===== src/sv/first_fit_partition_allocator_unit_defines.svh =====
// Assertion macros for the first-fit partition allocator.
// Used by the top level only; no other dependencies.
`ifndef FIRST_FIT_PARTITION_ALLOCATOR_UNIT_DEFINES_SVH
`define FIRST_FIT_PARTITION_ALLOCATOR_UNIT_DEFINES_SVH

// Same-cycle implication, disabled during reset
`define FFPA_ASSERT_IMP(name, clk, rst_n, ante, cons, msg) \
	name: assert property (@(posedge clk) disable iff (!rst_n) (ante) |-> (cons)) \
		else $error(msg);

// Next-cycle implication, disabled during reset
`define FFPA_ASSERT_NXT(name, clk, rst_n, ante, cons, msg) \
	name: assert property (@(posedge clk) disable iff (!rst_n) (ante) |=> (cons)) \
		else $error(msg);

`endif


===== src/sv/ffpa_pkg.sv =====
// Shared types, codes and reset constants for the partition allocator.
// No dependencies; imported by every module of the block.
package ffpa_pkg;

	localparam int unsigned MAX_JOBS_DEF = 16;

	localparam logic [15:0] TOTAL_RST   = 16'd5000;
	localparam logic [14:0] BASE_RST    = 15'd2000;
	localparam logic [15:0] MINFRAG_RST = 16'd100;
	localparam logic [15:0] REGION_MAX  = 16'd32768;

	localparam logic REQ_ALLOC   = 1'b0;
	localparam logic REQ_RELEASE = 1'b1;

	typedef enum logic [2:0] {
		ST_OK         = 3'd0,
		ST_BAD_LEN    = 3'd1,
		ST_TABLE_FULL = 3'd2,
		ST_NO_SPACE   = 3'd3,
		ST_NOT_FOUND  = 3'd4,
		ST_DUP_ID     = 3'd5
	} status_t;

	typedef enum logic [1:0] {
		CFG_TOTAL   = 2'd0,
		CFG_BASE    = 2'd1,
		CFG_MINFRAG = 2'd2
	} cfg_idx_t;

	typedef enum logic [3:0] {
		S_IDLE, S_CHECK, S_FIT, S_CLOAD, S_CRUN, S_CWRITE,
		S_GRANT, S_RSCAN, S_RMERGE, S_RDROP, S_RESP
	} fsm_t;

	typedef enum logic [2:0] {
		JOP_NONE, JOP_CLEAR, JOP_WRITE, JOP_FREE, JOP_RLOAD, JOP_RSTEP, JOP_PACK
	} jop_t;

	typedef enum logic [2:0] {
		FOP_NONE, FOP_INIT, FOP_SET, FOP_REMOVE, FOP_INSERT
	} fop_t;

	// Command to the job cells; addr carries the region top on a pack
	typedef struct packed {
		jop_t        op;
		logic [7:0]  id;
		logic [15:0] addr;
		logic [15:0] len;
	} job_cmd_t;

	typedef struct packed {
		logic        v;
		logic [15:0] addr;
		logic [15:0] len;
	} job_tok_t;

	typedef struct packed {
		logic        valid;
		logic [7:0]  id;
		logic [15:0] addr;
		logic [15:0] len;
	} job_view_t;

	typedef struct packed {
		logic        valid;
		logic [15:0] addr;
		logic [15:0] size;
	} free_ent_t;

	typedef struct packed {
		fop_t      op;
		free_ent_t ent;
	} free_cmd_t;

endpackage


===== src/sv/ffpa_job_cell.sv =====
// One job table entry with its slot of the compaction token ring.
// Depends on ffpa_pkg.
module ffpa_job_cell (
	input  logic                clk,
	input  logic                arst_n,
	input  ffpa_pkg::job_cmd_t  cmd,
	input  logic                sel,
	input  ffpa_pkg::job_tok_t  tok_in,
	output ffpa_pkg::job_tok_t  tok_out,
	output ffpa_pkg::job_view_t view,
	output logic                hit
);
	import ffpa_pkg::*;

	logic        valid_q;
	logic [7:0]  id_q;
	logic [15:0] addr_q;
	logic [15:0] len_q;
	job_tok_t    tok_q;
	logic [15:0] acc_q;

	// Hold the valid bit
	always_ff @(posedge clk or negedge arst_n) begin
		if (!arst_n) begin
			valid_q <= 1'b0;
		end else begin
			case (cmd.op)
				JOP_CLEAR: valid_q <= 1'b0;
				JOP_WRITE: if (sel) valid_q <= 1'b1;
				JOP_FREE:  if (sel) valid_q <= 1'b0;
				default: ;
			endcase
		end
	end

	// Load the entry, or move it to its packed place
	always_ff @(posedge clk) begin
		if (cmd.op == JOP_WRITE && sel) begin
			id_q   <= cmd.id;
			addr_q <= cmd.addr;
			len_q  <= cmd.len;
		end else if (cmd.op == JOP_PACK && valid_q) begin
			addr_q <= cmd.addr - acc_q;
		end
	end

	// Rotate tokens round the ring; sum lengths of jobs at or above this one
	always_ff @(posedge clk) begin
		if (cmd.op == JOP_RLOAD) begin
			tok_q <= '{v: valid_q, addr: addr_q, len: len_q};
			acc_q <= '0;
		end else if (cmd.op == JOP_RSTEP) begin
			if (tok_q.v && tok_q.addr >= addr_q)
				acc_q <= acc_q + tok_q.len;
			tok_q <= tok_in;
		end
	end

	assign tok_out = tok_q;
	assign view    = '{valid: valid_q, id: id_q, addr: addr_q, len: len_q};
	assign hit     = valid_q && (id_q == cmd.id);

endmodule


===== config.mk =====
export PLATFORM = sky130hd
export DESIGN_NAME = ffpa_job_cell
export DESIGN_NICKNAME = d
export VERILOG_FILES = /design/src/sv/first_fit_partition_allocator_unit_defines.svh /design/src/sv/ffpa_pkg.sv /design/src/sv/ffpa_job_cell.sv
export SDC_FILE = /design/constraint.sdc
export NUM_CORES = 1
export LEC_CHECK = 0
export BUFFER_PORTS_ARGS = -buffer_cell sky130_fd_sc_hd__buf_2
export CAP_MARGIN = 20
export CORE_ASPECT_RATIO = 1.4
export CORE_MARGIN = 5
export CORE_UTILIZATION = 52
export DETAILED_ROUTE_END_ITERATION = 10
export GPL_ROUTABILITY_DRIVEN = 0
export GPL_TIMING_DRIVEN = 0
export PLACE_DENSITY = 0.8
export SYNTH_ARGS = -nofsm -noshare
export SYNTH_HDL_FRONTEND = slang
export SYNTH_SLANG_ARGS = --single-unit

===== constraint.sdc =====
create_clock -name clk -period 3.2 [get_ports clk]
set_clock_uncertainty 0.1 [all_clocks]
set_input_delay 0.64 -clock clk [delete_from_list [all_inputs] [get_ports clk]]
set_output_delay 0.64 -clock clk [all_outputs]
set_load 0.02 [all_outputs]

==> run summary <==
Inst Count DP - 751
via count - 4052
clock buffer depth - 2
Power Density - 480.0 mW/mm²
remaining global-route overflow - 0
initial detailed-routing violation count - 146
CP max FO - 3
CP delay by family, top - compound AO/OA/AOI/OAI gates
Final Hold Fails - 0
chip height - 128.7 µm
row count - 43
worst path cell trace - buf_2 > inv_1 > ha_1 > inv_1 > fa_1 > a21o_1 > a21oi_1 > o21ai_1 > o21ai_2 > o21ai_1 > a311oi_1 > xor2_1 > o21ai_1
post-synth top area share - 0.4187
CTS Root Cell - clkbuf_16
peak supply drop - 0.3286 mV
CP Class - input port to flip-flop
Switching Fraction - 0.2679
number of remaining DRC errors - 0
post-DR wirelength/cell - 15.62 µm
crit-path most repeated cell - o21ai_1
Switching Power - 0.0008375 W
die area - 0.01220 mm²
Initial Utilization - 0.5288
Core Area - 0.009899 mm²
Rel. slew slack - 0.3387
initial antenna violation count - 1
Final Core Density - 0.6579
Area Overhead vs Synth - 24.40%
Buffers & Inverters on Critical Path - 3
Worst Setup End Kind - flip-flop
most common cell after layout, fill and taps aside - buf_2
post-CTS sizing - 0
Worst Path Required - 3170 ps
status - complete, no violations
Hold Path Class - input port to flip-flop
commonest cells after routing, fill and taps aside - buf_2, edfxtp_1, ha_1
max_cap viols - 0
DR vias/cell - 5.269
Seq/Total Area, Yosys - 0.4847
H-tree levels - 3
synth unique cells - 54
ys async rst share - 0.01111
vias in the first global route - 4211
clock group share of total power - 0.347
Avg Cell Area, Syn - 11.33 µm²
CTS tree - yes
CTS sink count - 90
Reg power frac - 0.446
share of cells above drive strength 1 - 0.3523
post-CTS setup buffer count - 0
largest net degree at the start of global routing - 36
Final Instance Count excl. Fillers - 769
Routed Antenna Nets - 0
DR pass1 iterations - 4
DPL Wire Length - 9514 µm
syn_nets - 589
IO Port Bufs - 153
Netlist Area Pre-Place - 0.005235 mm²
min Tclk post-route - 2945 ps
Synth area leader - edfxtp_1
Final period util - 0.9203
multi-input logic area - 0.002516 mm²
Final setup viols - 0
routed wire length - 12010 µm
GRT Resource Usage Total - 0.2001
internal power - 0.002288 W
RSZ-0062 raised after global routing - no
# IOs - 154
f_max - 339.6 MHz
clock latency on the worst-skew pair - 340 ps
Yosys warnings - 0
number of enable flip-flop cells after synthesis - 73
#FFs+latches synth - 90
top_reg_cell synth - edfxtp_1
synth top area cells - edfxtp_1, ha_1, mux2_2
Worst Path Arrival - 2920 ps
CTS clk-pin slew, worst paths - 60 ps
Comb pwr share - 0.207
Filler Cell Count - 821
Pleak - 2.885 nW
TritonCTS Buffers - 9
Final #Nets - 755
Crit-path slowest cell - fa_1
first-pass GRT wire length - 19060 µm
CP startpoint kind - input port
Slew @ Worst Pin - 989.8 ps
chip width - 94.80 µm
Slew Viols, Final - 0
Max stage delay on crit path - 410 ps
Cells after Synth - 462
register area - 0.002537 mm²
==> worst reg2reg max path, stage by stage (launching register included) <==
cell and delay (ps):
dfxtp_1 360, ha_1 170, inv_1 50, fa_1 410, a21o_1 180, a21oi_1 310, o21ai_1 160, o21ai_2 130
o21ai_1 150, a311oi_1 340, xor2_1 170, o21ai_1 70
==> power groups by stage <==
stage | registers [W] | clock network (W) | logic, W
global route | 0.00140 | 0.00115 | 0.000728
global placement | 0.00142 | 0 | 0.000614
floorplan | 0.00146 | 0 | 0.000415
detailed placement | 0.00142 | 0 | 0.000645
CTS | 0.00139 | 0.00110 | 0.000650
finish | 0.00139 | 0.00108 | 0.000648
==> Yosys cell counts (all sizes together), types with 3 or more instances <==
master	n
nor3	7
clkbuf	5
or3	3
mux2	33
o31ai	3
xor2	16
nand2	23
ha	46
a211oi	7
edfxtp	73
nor3b	3
nor2b	5
mux2i	4
xnor2	14
dfxtp	16
inv	38
a21oi	38
nand2b	4
nor2	30
and3	3
buf	6
a21o	13
o21bai	3
o21ai	27
o211ai	3
nand3	6
o21a	7
==> worst paths after layout <==
check                           from          to  slack, ps  depth (start not counted)
max                          cmd[16]  addr_q[14]        260                         13
min                          cmd[13]   len_q[13]        380                          1
max reg2reg                 acc_q[0]  addr_q[14]        330                         11
min reg2reg                acc_q[13]   acc_q[13]        380                          2
max in group asynchronous     arst_n     valid_q       2400                          2
min in group asynchronous     arst_n     valid_q        520                          2
==> layer usage <==
metal  share of wire  GRT usage  vias to the layer above
met3           0.050    0.02281                       20
met2            0.55     0.3841                      129
li1                -          -                     2033
met5               0          0                        -
met4           0.021    0.08921                        0
met1            0.37     0.2149                     1870
==> area by class of cell <==
type,count,area share
plain buffers,11,0.008069
multi-input cells,323,0.3864
repair buffers,155,0.1208
clock buffers,11,0.03881
diodes,1,0.0003842
clock inverters,5,0.008069
flip-flops and latches,90,0.3896
inverters,38,0.02190
well taps,135,0.02594
==> registers in the layout, summed over array words and instances, names as in the netlist <==
signal / count
valid_q: 1
tok_out: 33
addr_q: 16
acc_q: 16
id_q: 8
len_q: 16
==> per-stage QoR <==
step	hold slack [ps]	TNS, ps	area (µm²)	total power [W]	setup slack (ps)
after detailed placement	315.9	0	6195	0.002064	1.934
after global placement	314.8	-17040	6172	0.002032	-460.8
after global routing	367.0	0	6513	0.003281	75.75
after CTS	364.2	0	6510	0.003145	298.8
final	376.1	0	6513	0.003126	255.1
after floorplan	244.4	0	5238	0.001875	305.8
==> kinds of logic (layout without fill, tap and decap cells) <==
family	Yosys count	after routing	share of synthesized area
buffers and inverters	49	220	0.03705
DFF	90	90	0.4847
xor gates and xnor gates	30	30	0.05019
other	0	1	0
and+or+nand+nor	94	94	0.08700
adders and majority gates	48	48	0.1176
muxes	37	37	0.07863
AOI/OAI and AO/OA	114	114	0.1448
==> timing repair <==
item,CTS,global route
setup endpoints to repair,0,0
hold endpoints to repair,1,0
hold buffers,1,0
Power figures use the tool's default switching activity.
