<file path="config.mk">
export PLATFORM = sky130hd
export DESIGN_NAME = ffpa_free_cell
export DESIGN_NICKNAME = d
export VERILOG_FILES = /design/src/sv/first_fit_partition_allocator_unit_defines.svh /design/src/sv/ffpa_pkg.sv /design/src/sv/ffpa_free_cell.sv
export SDC_FILE = /design/constraint.sdc
export NUM_CORES = 1
export LEC_CHECK = 0
export ABC_AREA = 1
export BUFFER_PORTS_ARGS = -buffer_cell sky130_fd_sc_hd__clkbuf_2
export CAP_MARGIN = 10
export CORE_MARGIN = 3
export CORE_UTILIZATION = 48
export DETAILED_ROUTE_END_ITERATION = 10
export GPL_ROUTABILITY_DRIVEN = 0
export MAX_ROUTING_LAYER = met4
export PLACE_DENSITY = 0.86
export SLEW_MARGIN = 20
export SYNTH_ARGS = -nofsm -noshare
export SYNTH_HDL_FRONTEND = slang
export SYNTH_SLANG_ARGS = --single-unit
</file>
<file path="constraint.sdc">
create_clock -name clk -period 1.4 [get_ports clk]
set_input_delay 0.07 -clock clk [delete_from_list [all_inputs] [get_ports clk]]
set_output_delay 0.07 -clock clk [all_outputs]
set_load 0.005 [all_outputs]
</file>
<file path="src/sv/first_fit_partition_allocator_unit_defines.svh">
// Assertion macros for the first-fit partition allocator.
// Used by the top level only; no other dependencies.
`ifndef FIRST_FIT_PARTITION_ALLOCATOR_UNIT_DEFINES_SVH
`define FIRST_FIT_PARTITION_ALLOCATOR_UNIT_DEFINES_SVH

// Same-cycle implication, disabled during reset
`define FFPA_ASSERT_IMP(name, clk, rst_n, ante, cons, msg) \
	name: assert property (@(posedge clk) disable iff (!rst_n) (ante) |-> (cons)) \
		else $error(msg);

// Next-cycle implication, disabled during reset
`define FFPA_ASSERT_NXT(name, clk, rst_n, ante, cons, msg) \
	name: assert property (@(posedge clk) disable iff (!rst_n) (ante) |=> (cons)) \
		else $error(msg);

`endif

</file>
<file path="src/sv/ffpa_pkg.sv">
// Shared types, codes and reset constants for the partition allocator.
// No dependencies; imported by every module of the block.
package ffpa_pkg;

	localparam int unsigned MAX_JOBS_DEF = 16;

	localparam logic [15:0] TOTAL_RST   = 16'd5000;
	localparam logic [14:0] BASE_RST    = 15'd2000;
	localparam logic [15:0] MINFRAG_RST = 16'd100;
	localparam logic [15:0] REGION_MAX  = 16'd32768;

	localparam logic REQ_ALLOC   = 1'b0;
	localparam logic REQ_RELEASE = 1'b1;

	typedef enum logic [2:0] {
		ST_OK         = 3'd0,
		ST_BAD_LEN    = 3'd1,
		ST_TABLE_FULL = 3'd2,
		ST_NO_SPACE   = 3'd3,
		ST_NOT_FOUND  = 3'd4,
		ST_DUP_ID     = 3'd5
	} status_t;

	typedef enum logic [1:0] {
		CFG_TOTAL   = 2'd0,
		CFG_BASE    = 2'd1,
		CFG_MINFRAG = 2'd2
	} cfg_idx_t;

	typedef enum logic [3:0] {
		S_IDLE, S_CHECK, S_FIT, S_CLOAD, S_CRUN, S_CWRITE,
		S_GRANT, S_RSCAN, S_RMERGE, S_RDROP, S_RESP
	} fsm_t;

	typedef enum logic [2:0] {
		JOP_NONE, JOP_CLEAR, JOP_WRITE, JOP_FREE, JOP_RLOAD, JOP_RSTEP, JOP_PACK
	} jop_t;

	typedef enum logic [2:0] {
		FOP_NONE, FOP_INIT, FOP_SET, FOP_REMOVE, FOP_INSERT
	} fop_t;

	// Command to the job cells; addr carries the region top on a pack
	typedef struct packed {
		jop_t        op;
		logic [7:0]  id;
		logic [15:0] addr;
		logic [15:0] len;
	} job_cmd_t;

	typedef struct packed {
		logic        v;
		logic [15:0] addr;
		logic [15:0] len;
	} job_tok_t;

	typedef struct packed {
		logic        valid;
		logic [7:0]  id;
		logic [15:0] addr;
		logic [15:0] len;
	} job_view_t;

	typedef struct packed {
		logic        valid;
		logic [15:0] addr;
		logic [15:0] size;
	} free_ent_t;

	typedef struct packed {
		fop_t      op;
		free_ent_t ent;
	} free_cmd_t;

endpackage

</file>
<file path="src/sv/ffpa_free_cell.sv">
// One free-list entry; shifts to or from its neighbours on insert and remove.
// Depends on ffpa_pkg.
module ffpa_free_cell #(
	parameter logic RST_VALID = 1'b0
) (
	input  logic                clk,
	input  logic                arst_n,
	input  ffpa_pkg::free_cmd_t cmd,
	input  logic                sel,
	input  logic                gt,
	input  ffpa_pkg::free_ent_t from_lo,
	input  ffpa_pkg::free_ent_t from_hi,
	output ffpa_pkg::free_ent_t ent
);
	import ffpa_pkg::*;

	free_ent_t ent_q;

	// Hold, load or take the neighbour's entry
	always_ff @(posedge clk or negedge arst_n) begin
		if (!arst_n) begin
			ent_q <= '{valid: RST_VALID, addr: {1'b0, BASE_RST}, size: TOTAL_RST};
		end else begin
			case (cmd.op)
				FOP_INIT: begin
					if (sel) ent_q <= cmd.ent;
					else     ent_q.valid <= 1'b0;
				end
				FOP_SET: if (sel) ent_q <= cmd.ent;
				FOP_REMOVE: if (sel || gt) ent_q <= from_hi;
				FOP_INSERT: begin
					if (sel)     ent_q <= cmd.ent;
					else if (gt) ent_q <= from_lo;
				end
				default: ;
			endcase
		end
	end

	assign ent = ent_q;

endmodule

</file>
==> results by group, run 1 <==
Synthesis
  • Syn Nets: 523
  • Post-synthesis sequential area ratio: 0.3370
  • Synthesized area per cell: 5.974 sq um
  • Cell count after synthesis: 417
  • Ys Warns: 0
  • Unique masters post-synth: 18
  • Seq cells post-synth: 33
  • Post-synthesis cell area: 2491 sq um

Pwr
  • Peak VDD IR: 0.0004462 V
  • PD cells: 881.5 nW/um^2
  • LEAKAGE: 2.022 nW

Run status
  • Status: complete, no violations

Floorplan
  • Die Wd: 78.04 um
  • Starting Density: 0.5105
  • Die H: 78.04 um
  • Site Rows: 25
  • Die area: 6090 sq um
  • I/O pin total: 139
  • Core ar.: 4880 sq um

Clock network
  • TritonCTS Buffers: 5
  • Sink Count: 33
  • Clock Tree Buf Depth: 2
  • Clock Latency Late Sink: 0.28 ns
  • CTS tree: built
  • Root buffer cell: clkbuf_8
  • Post-CTS resize count: 0
  • CTS H-tree depth: 2
  • Worst-path clk slew: 0.07 ns

Cells and area
  • ANT cells: 0
  • Post-route cell area: 3353 sq um
  • Final core occ: 0.6872
  • Commonest non-fill, non-tap cell in the layout: nand2_1
  • Multi-input logic area: 1478 sq um
  • Area grow syn2layout: 34.61%
  • Fin cells: 617
  • Register area: 839.6 sq um
  • Layout cells sized above 1: 0.3291
  • Commonest cells after routing, fill and taps aside: nand2_1, clkbuf_2, nand3_1
  • # nets final: 655
  • Filler cell count: 447
  • Max FFs per register: 33

Setup path
  • WP data arrival: 1.46 ns
  • Kind of critical path: in -> reg
  • WP buf/inv: 2
  • Family with the most delay on the worst path: simple AND/OR/NAND/NOR gates
  • Crit-path max FO: 33
  • Critical Path Slowest Stage Cell: nor2_4
  • Crit. End Element: flop
  • Cell breakdown of the critical path: clkbuf_2, inv_2, nand2_2, nor2_1, nand2_1, nand2_1, nor2_4, nand3_1, nand2_1
  • CP required: 1.61 ns
  • Cell mode on critical path: nand2_1
  • Startpoint types: input port
  • Crit-path max cell delay: 0.60 ns

Timing
  • Worst-margin pin slew: 0.7214 ns
  • RSZ-0062 raised after global routing: yes
  • Setup TNS: 0 ns
  • Setup ws final: 0.1488 ns
  • Fmax: 799.2 MHz
  • Slew Limit Fails: 0
  • Final setup fails: 0
  • Final Hold Viols: 0
  • Relative slew slack: 0.5179
  • Crit share post-route: 0.8937
  • Min Tclk post-route: 1.251 ns
  • Clock Skew: 0 ns

Detailed routing
  • Vias per Instance: 5.167
  • DRT iter0 DRCs: 260
  • DRC errors left: 0
  • Post-DRT Antenna Nets: 0
  • Top sig layer: met4
  • Routed len/inst: 12.74 um
  • Post-Route M1 WL: 3.233 mm
  • Routed wl met2: 3.858 mm
  • Total Wirelength: 7.863 mm
  • Via count: 3,188
  • Met3 WL: 732 um
  • 1st-pass router iterations: 4

GRT
  • Initial antenna violation count: 0
  • Grt ovf: 0
  • Largest net degree at the start of global routing: 36
  • Vias in the first global route: 2,908
  • First-pass GRT wire length: 12.91 mm
  • Global Route Usage Sum: 0.2677

Placement
  • DP Worst Slack: -0.1418 ns
  • DPL Wire Length: 5.877 mm
  • Port buffer count: 138
  • Post-DP Area: 3261 sq um
  • Inst Count DP: 608

Hold path
  • Hold Crit Class: in -> reg

Job
  • Max_cap viols: 0
-- repair_timing --
| item | in CTS | in global routing |
|---|---|---|
| setup endpoints to repair | 0 | 5 |
| hold buffers | 1 | 0 |
| hold endpoints to repair | 12 | 0 |
| setup buffers | 0 | 0 |
-- cells by family after synthesis --
kind of cell	Yosys count	share of synthesized area
buf+inv	35	0.06981
flops	33	0.3370
compound gates	2	0.004018
simple gates	347	0.5891
-- report_power, final --
part	internal [mW]	switching (mW)	leakage (nW)
logic	0.448	0.527	1.59
clock network	0.344	0.339	0.0450
registers	1.18	0.117	0.388
-- per-layer routing --
metal	global-route usage	up-vias
met5	-	-
met4	0.06818	0
met3	0.04587	4
met2	0.4555	148
met1	0.3321	1434
li1	-	1602
-- through the flow --
stage | power (mW) | hold WS, ns
after global routing | 3.166 | 0.1336
after floorplan | 1.790 | -0.2256
after global placement | 2.266 | 0.04070
after CTS | 2.979 | 0.1103
final | 2.956 | 0.1203
after detailed placement | 2.288 | 0.04490
-- area by class of cell --
type | count | area share
Timing Repair Buffer | 153 | 0.2515
Multi-Input combinational cell | 349 | 0.4407
Inverter | 7 | 0.007836
Sequential cell | 33 | 0.2504
Clock inverter | 2 | 0.002985
Clock buffer | 6 | 0.02164
Tap cell | 67 | 0.02500
-- synth_stat cells (all sizes together) --
library cell,count,share of area
dfstp,11,0.12
nand4,3,0.010
o21ai,2,0.0040
clkbuf,9,0.014
nand2,237,0.36
buf,19,0.046
nand3,100,0.20
nor3,1,0.0020
inv,7,0.011
dfrtp,22,0.22
nor2,6,0.013
-- worst reg2reg max path: stages, from the launching register on --
cell	delay (ns)
dfstp_2	0.56
nand2_1	0.06
nand2_1	0.06
-- path summary, 6_finish.rpt --
path | slack (ns) | endpoint | depth (start not counted) | start
max reg2reg | 0.67 | ent[25] | 2 | ent[25]
min | 0.12 | ent[26] | 5 | from_hi[26]
min reg2reg | 0.47 | ent[23] | 2 | ent[23]
max in group asynchronous | 0.57 | ent[3] | 3 | arst_n
max | 0.15 | ent[6] | 9 | cmd[35]
min in group asynchronous | 0.29 | ent[32] | 2 | arst_n
Power figures use the tool's default switching activity.
==> run 2, diff against run 1 <==
CORE_UTILIZATION = 41   (was 48)
PLACE_DENSITY = 0.78   (was 0.86)
clock period = 1.1 ns   (was 1.4 ns; I/O delays follow)
==> results by group, run 2 (synthesis results as in run 1) <==
GRT
  • Grt ovf: 0
  • Global Route Usage Sum: 0.2269
  • Vias in the first global route: 2,952
  • Largest net degree at the start of global routing: 34
  • First-pass GRT wire length: 12.97 mm
  • Initial antenna violation count: 0

Detailed routing
  • DRT iter0 DRCs: 180
  • Vias per Instance: 5.121
  • Routed len/inst: 12.76 um
  • Total Wirelength: 8.029 mm
  • Via count: 3,221
  • 1st-pass router iterations: 4
  • Post-DRT Antenna Nets: 0
  • DRC errors left: 0

Pwr
  • Pint: 2.674 mW
  • LEAKAGE: 2.070 nW
  • PD cells: 1141 nW/um^2
  • Comb pwr share: 0.328
  • Sw frac: 0.3217
  • Sw power: 1.268 mW
  • Peak VDD IR: 0.0006551 V
  • Sequential share of power: 0.419
  • Clock power share: 0.253

Setup path
  • Family with the most delay on the worst path: flip-flops
  • CP required: 1.04 ns
  • Crit-path max cell delay: 0.56 ns
  • Kind of critical path: reg -> out
  • Crit. End Element: output port
  • Startpoint types: flop
  • Critical Path Slowest Stage Cell: dfstp_2
  • WP data arrival: 0.95 ns
  • Crit-path max FO: 2
  • WP buf/inv: 1
  • Cell breakdown of the critical path: clkbuf_2
  • R2R Setup Slk: 0.36 ns

Timing
  • Worst hold margin: 0.1003 ns
  • Clock Skew: 0 ns
  • Worst-margin pin slew: 0.4161 ns
  • Final setup fails: 0
  • Final Hold Viols: 0
  • Min Tclk post-route: 1.005 ns
  • RSZ-0062 raised after global routing: no
  • Fmax: 995.3 MHz
  • Relative slew slack: 0.7226
  • Slew Limit Fails: 0
  • Crit share post-route: 0.9134

Floorplan
  • Starting Density: 0.4389
  • Die H: 83.95 um
  • Die Wd: 83.95 um
  • Core ar.: 5675 sq um
  • I/O pin total: 139
  • Site Rows: 27
  • Die area: 7048 sq um

Cells and area
  • Max FFs per register: 33
  • Area grow syn2layout: 38.72%
  • Post-route cell area: 3456 sq um
  • # nets final: 662
  • Commonest non-fill, non-tap cell in the layout: nand2_1
  • Layout cells sized above 1: 0.3393
  • Commonest cells after routing, fill and taps aside: nand2_1, clkbuf_2, nand3_1
  • ANT cells: 0

Run status
  • Status: complete, no violations

Clock network
  • CTS H-tree depth: 2
  • Root buffer cell: clkbuf_8
  • CTS tree: built
  • Worst-path clk slew: 0.07 ns
  • Clock Latency Late Sink: 0.28 ns
  • Clock Tree Buf Depth: 2
  • TritonCTS Buffers: 5
  • Sink Count: 33
  • Post-CTS resize count: 0

Placement
  • DPL Wire Length: 6.171 mm
  • Post-DP Area: 3344 sq um
  • Port buffer count: 138

Job
  • Max_cap viols: 0

Hold path
  • Hold Crit Class: in -> reg
run 2: cell count changes in the layout (fill, tap and decap cells not counted):
cell and change:
buf_12 +2, buf_4 +5, clkbuf_1 -1, clkbuf_8 +2, clkinv_2 -1
run 2: per-layer routing:
metal  up-vias  GRT usage  wire [um]
li1       1609          -          -
met1      1457     0.2801       3289
met2       145     0.3803       3923
met3        10    0.04541        722
met4         0    0.05848         93
met5         -          -          0
run 2: worst paths after layout:
path / startpoint / to / cells after the start
max in group asynchronous: arst_n / ent[25] / 3
worst min-delay path: from_hi[12] / ent[12] / 5
worst min register to register: ent[20] / ent[20] / 2
worst max register to register: ent[26] / ent[26] / 2
min in group asynchronous: arst_n / ent[10] / 3
worst max-delay path: ent[26] / ent[26] / 1
run 2: final cells by class:
cell class              instances  area, sq um
fillers                       567         2220
repair buffers                160        920.9
well taps                      72        90.09
clock inverters                 1        5.005
flip-flops and latches         33        839.6
clock buffers                   7        96.34
inverters                       7        26.28
multi-input cells             349         1478
run 2: what timing repair did:
| action | CTS | global route |
|---|---|---|
| hold buffers | 1 | 0 |
| hold endpoints to repair | 22 | 0 |
| buffers inserted | 0 | 0 |
run 2: power groups by stage:
stage | Combinational (mW) | Sequential, mW | Clock [mW]
floorplan | 0.619 | 1.66 | 0
detailed placement | 1.30 | 1.66 | 0
finish | 1.29 | 1.65 | 0.999
global route | 1.46 | 1.68 | 1.07
CTS | 1.31 | 1.65 | 1.02
global placement | 1.27 | 1.67 | 0
run 2: metrics by stage:
stage | worst slack, ns | utilization | total power [mW] | TNS (ns) | cells
6_report | 0.09529 | 0.6089 | 3.943 | 0 | 629
5_1_grt | 0.07398 | 0.6089 | 4.205 | 0 | 629
4_1_cts | 0.08045 | 0.6089 | 3.983 | 0 | 629
3_5_place_dp | -0.03261 | 0.5893 | 2.965 | -0.5970 | 620
3_3_place_gp | -0.01621 | 0.5893 | 2.939 | -0.02131 | 620
2_1_floorplan | 0.09586 | - | 2.278 | 0 | 417
==> run 3, diff against run 2 <==
CORE_ASPECT_RATIO = 0.7   (was not set)
==> results by group, run 3 (synthesis results as in run 1) <==
Cells and area
  • Area grow syn2layout: 40.08%
  • Post-route cell area: 3490 sq um
  • Commonest cells after routing, fill and taps aside: nand2_1, clkbuf_2, nand3_1
  • Layout cells sized above 1: 0.3399
  • Max FFs per register: 33
  • Filler cell count: 569
  • Commonest non-fill, non-tap cell in the layout: nand2_1
  • # nets final: 664
  • ANT cells: 0

Hold path
  • Hold Crit Class: in -> reg
  • Hold_sp: from_hi[12]

Setup path
  • Crit-path max FO: 2
  • Family with the most delay on the worst path: flip-flops
  • Critical R2R Launch: ent[24]
  • CP endpoint: ent[24]
  • R2R depth: 2
  • Crit. End Element: output port
  • Critical path depth: 1
  • Crit path from: ent[24]
  • CP required: 1.04 ns
  • Cell breakdown of the critical path: clkbuf_2
  • WP buf/inv: 1
  • Critical Path Slowest Stage Cell: dfstp_2
  • Startpoint types: flop
  • R2R Setup Slk: 0.36 ns
  • WP data arrival: 0.95 ns
  • Crit-path max cell delay: 0.56 ns
  • Kind of critical path: reg -> out
  • FF-to-FF End: ent[24]

Floorplan
  • Die Wd: 99.17 um
  • Site Rows: 23
  • Die area: 7062 sq um
  • Starting Density: 0.4285
  • Die H: 71.22 um
  • I/O pin total: 139
  • Core ar.: 5813 sq um

Clock network
  • Clock Tree Buf Depth: 2
  • Root buffer cell: clkbuf_8
  • Sink Count: 33
  • Post-CTS resize count: 0
  • Worst-path clk slew: 0.07 ns
  • TritonCTS Buffers: 5
  • Post-CTS setup buffer count: 0
  • CTS tree: built
  • Clock Latency Late Sink: 0.28 ns
  • CTS H-tree depth: 2

Timing
  • Setup TNS: 0 ns
  • Crit share post-route: 0.9140
  • RSZ-0062 raised after global routing: no
  • Slew Limit Fails: 0
  • Worst-margin pin slew: 0.4150 ns
  • Final Hold Viols: 0
  • Relative slew slack: 0.7233
  • Fmax: 994.6 MHz
  • Final setup fails: 0
  • Worst hold margin: 0.1081 ns
  • Min Tclk post-route: 1.005 ns
  • Clock Skew: 0 ns

GRT
  • Met2 usage: 0.4211
  • First-pass GRT wire length: 14.06 mm
  • Met3 Track Usage GR: 0.04572
  • Most used routing layer: met2
  • Initial antenna violation count: 0
  • Vias in the first global route: 3,160
  • Met1 Usage GRT: 0.3159
  • Grt ovf: 0
  • Largest net degree at the start of global routing: 34
  • Global Route Usage Sum: 0.2495

Pwr
  • LEAKAGE: 2.087 nW
  • PD cells: 1184 nW/um^2
  • Peak VDD IR: 0.0005933 V

Detailed routing
  • Post-DRT Antenna Nets: 0
  • 1st-pass router iterations: 4
  • DRC errors left: 0
  • Vias per Instance: 5.104
  • Routed len/inst: 13.26 um
  • DRT iter0 DRCs: 162
  • Via count: 3,236
  • Total Wirelength: 8.408 mm

Placement
  • Post-DP Area: 3363 sq um
  • Port buffer count: 138
  • DPL Wire Length: 6.634 mm

Run status
  • Status: complete, no violations

Job
  • Max_cap viols: 0
run 3: cell count changes in the layout (fill, tap and decap cells not counted):
cell,previous run,this run
bufinv_16,0,1
clkbuf_8,7,6
clkinv_2,1,0
buf_4,16,18
clkbuf_1,0,1
run 3: repair_timing:
item                       in CTS  in global routing
setup endpoints to repair       0                  0
hold endpoints to repair       22                  0
hold buffers                    1                  0
run 3: worst min-delay path by stage:
| stage | end | slack (ns) | cells after the start |
|---|---|---|---|
| global route | ent[14] | 0.13 | 5 |
| finish | ent[12] | 0.11 | 5 |
| detailed placement | ent[1] | 0.11 | 2 |
| floorplan | ent[0] | -0.24 | 0 |
| global placement | ent[1] | 0.10 | 2 |
| CTS | ent[25] | 0.10 | 5 |
run 3: stage by stage:
| step | util | instances | setup slack, ns | power [mW] |
|---|---|---|---|---|
| final | 0.6003 | 634 | 0.09458 | 4.132 |
| after global routing | 0.6003 | 634 | 0.06510 | 4.430 |
| after CTS | 0.6003 | 634 | 0.08935 | 4.173 |
| after detailed placement | 0.5786 | 625 | -0.1251 | 2.993 |
| after global placement | 0.5786 | 625 | 0.007112 | 2.951 |
| after floorplan | - | 417 | 0.09586 | 2.278 |
run 3: per-layer routing:
metal,up-vias,part of all wire
li1,1614,-
met1,1475,0.42
met2,145,0.48
met3,2,0.093
met4,0,0.0024
met5,-,0
run 3: cell type report:
type	count	area, sq um	share of cell area
inverters	7	26.28	0.007530
clock buffers	7	86.33	0.02474
repair buffers	162	935.9	0.2682
flip-flops and latches	33	839.6	0.2406
well taps	75	93.84	0.02689
clock inverters	1	30.03	0.008605
multi-input cells	349	1478	0.4234
run 3: report_power, final:
group	total [mW]	leakage [nW]	switching (mW)	internal (mW)
registers	1.66	0.388	0.159	1.50
logic	1.31	1.64	0.695	0.614
clock network	1.16	0.0585	0.422	0.738
total	4.13	2.09	1.28	2.86
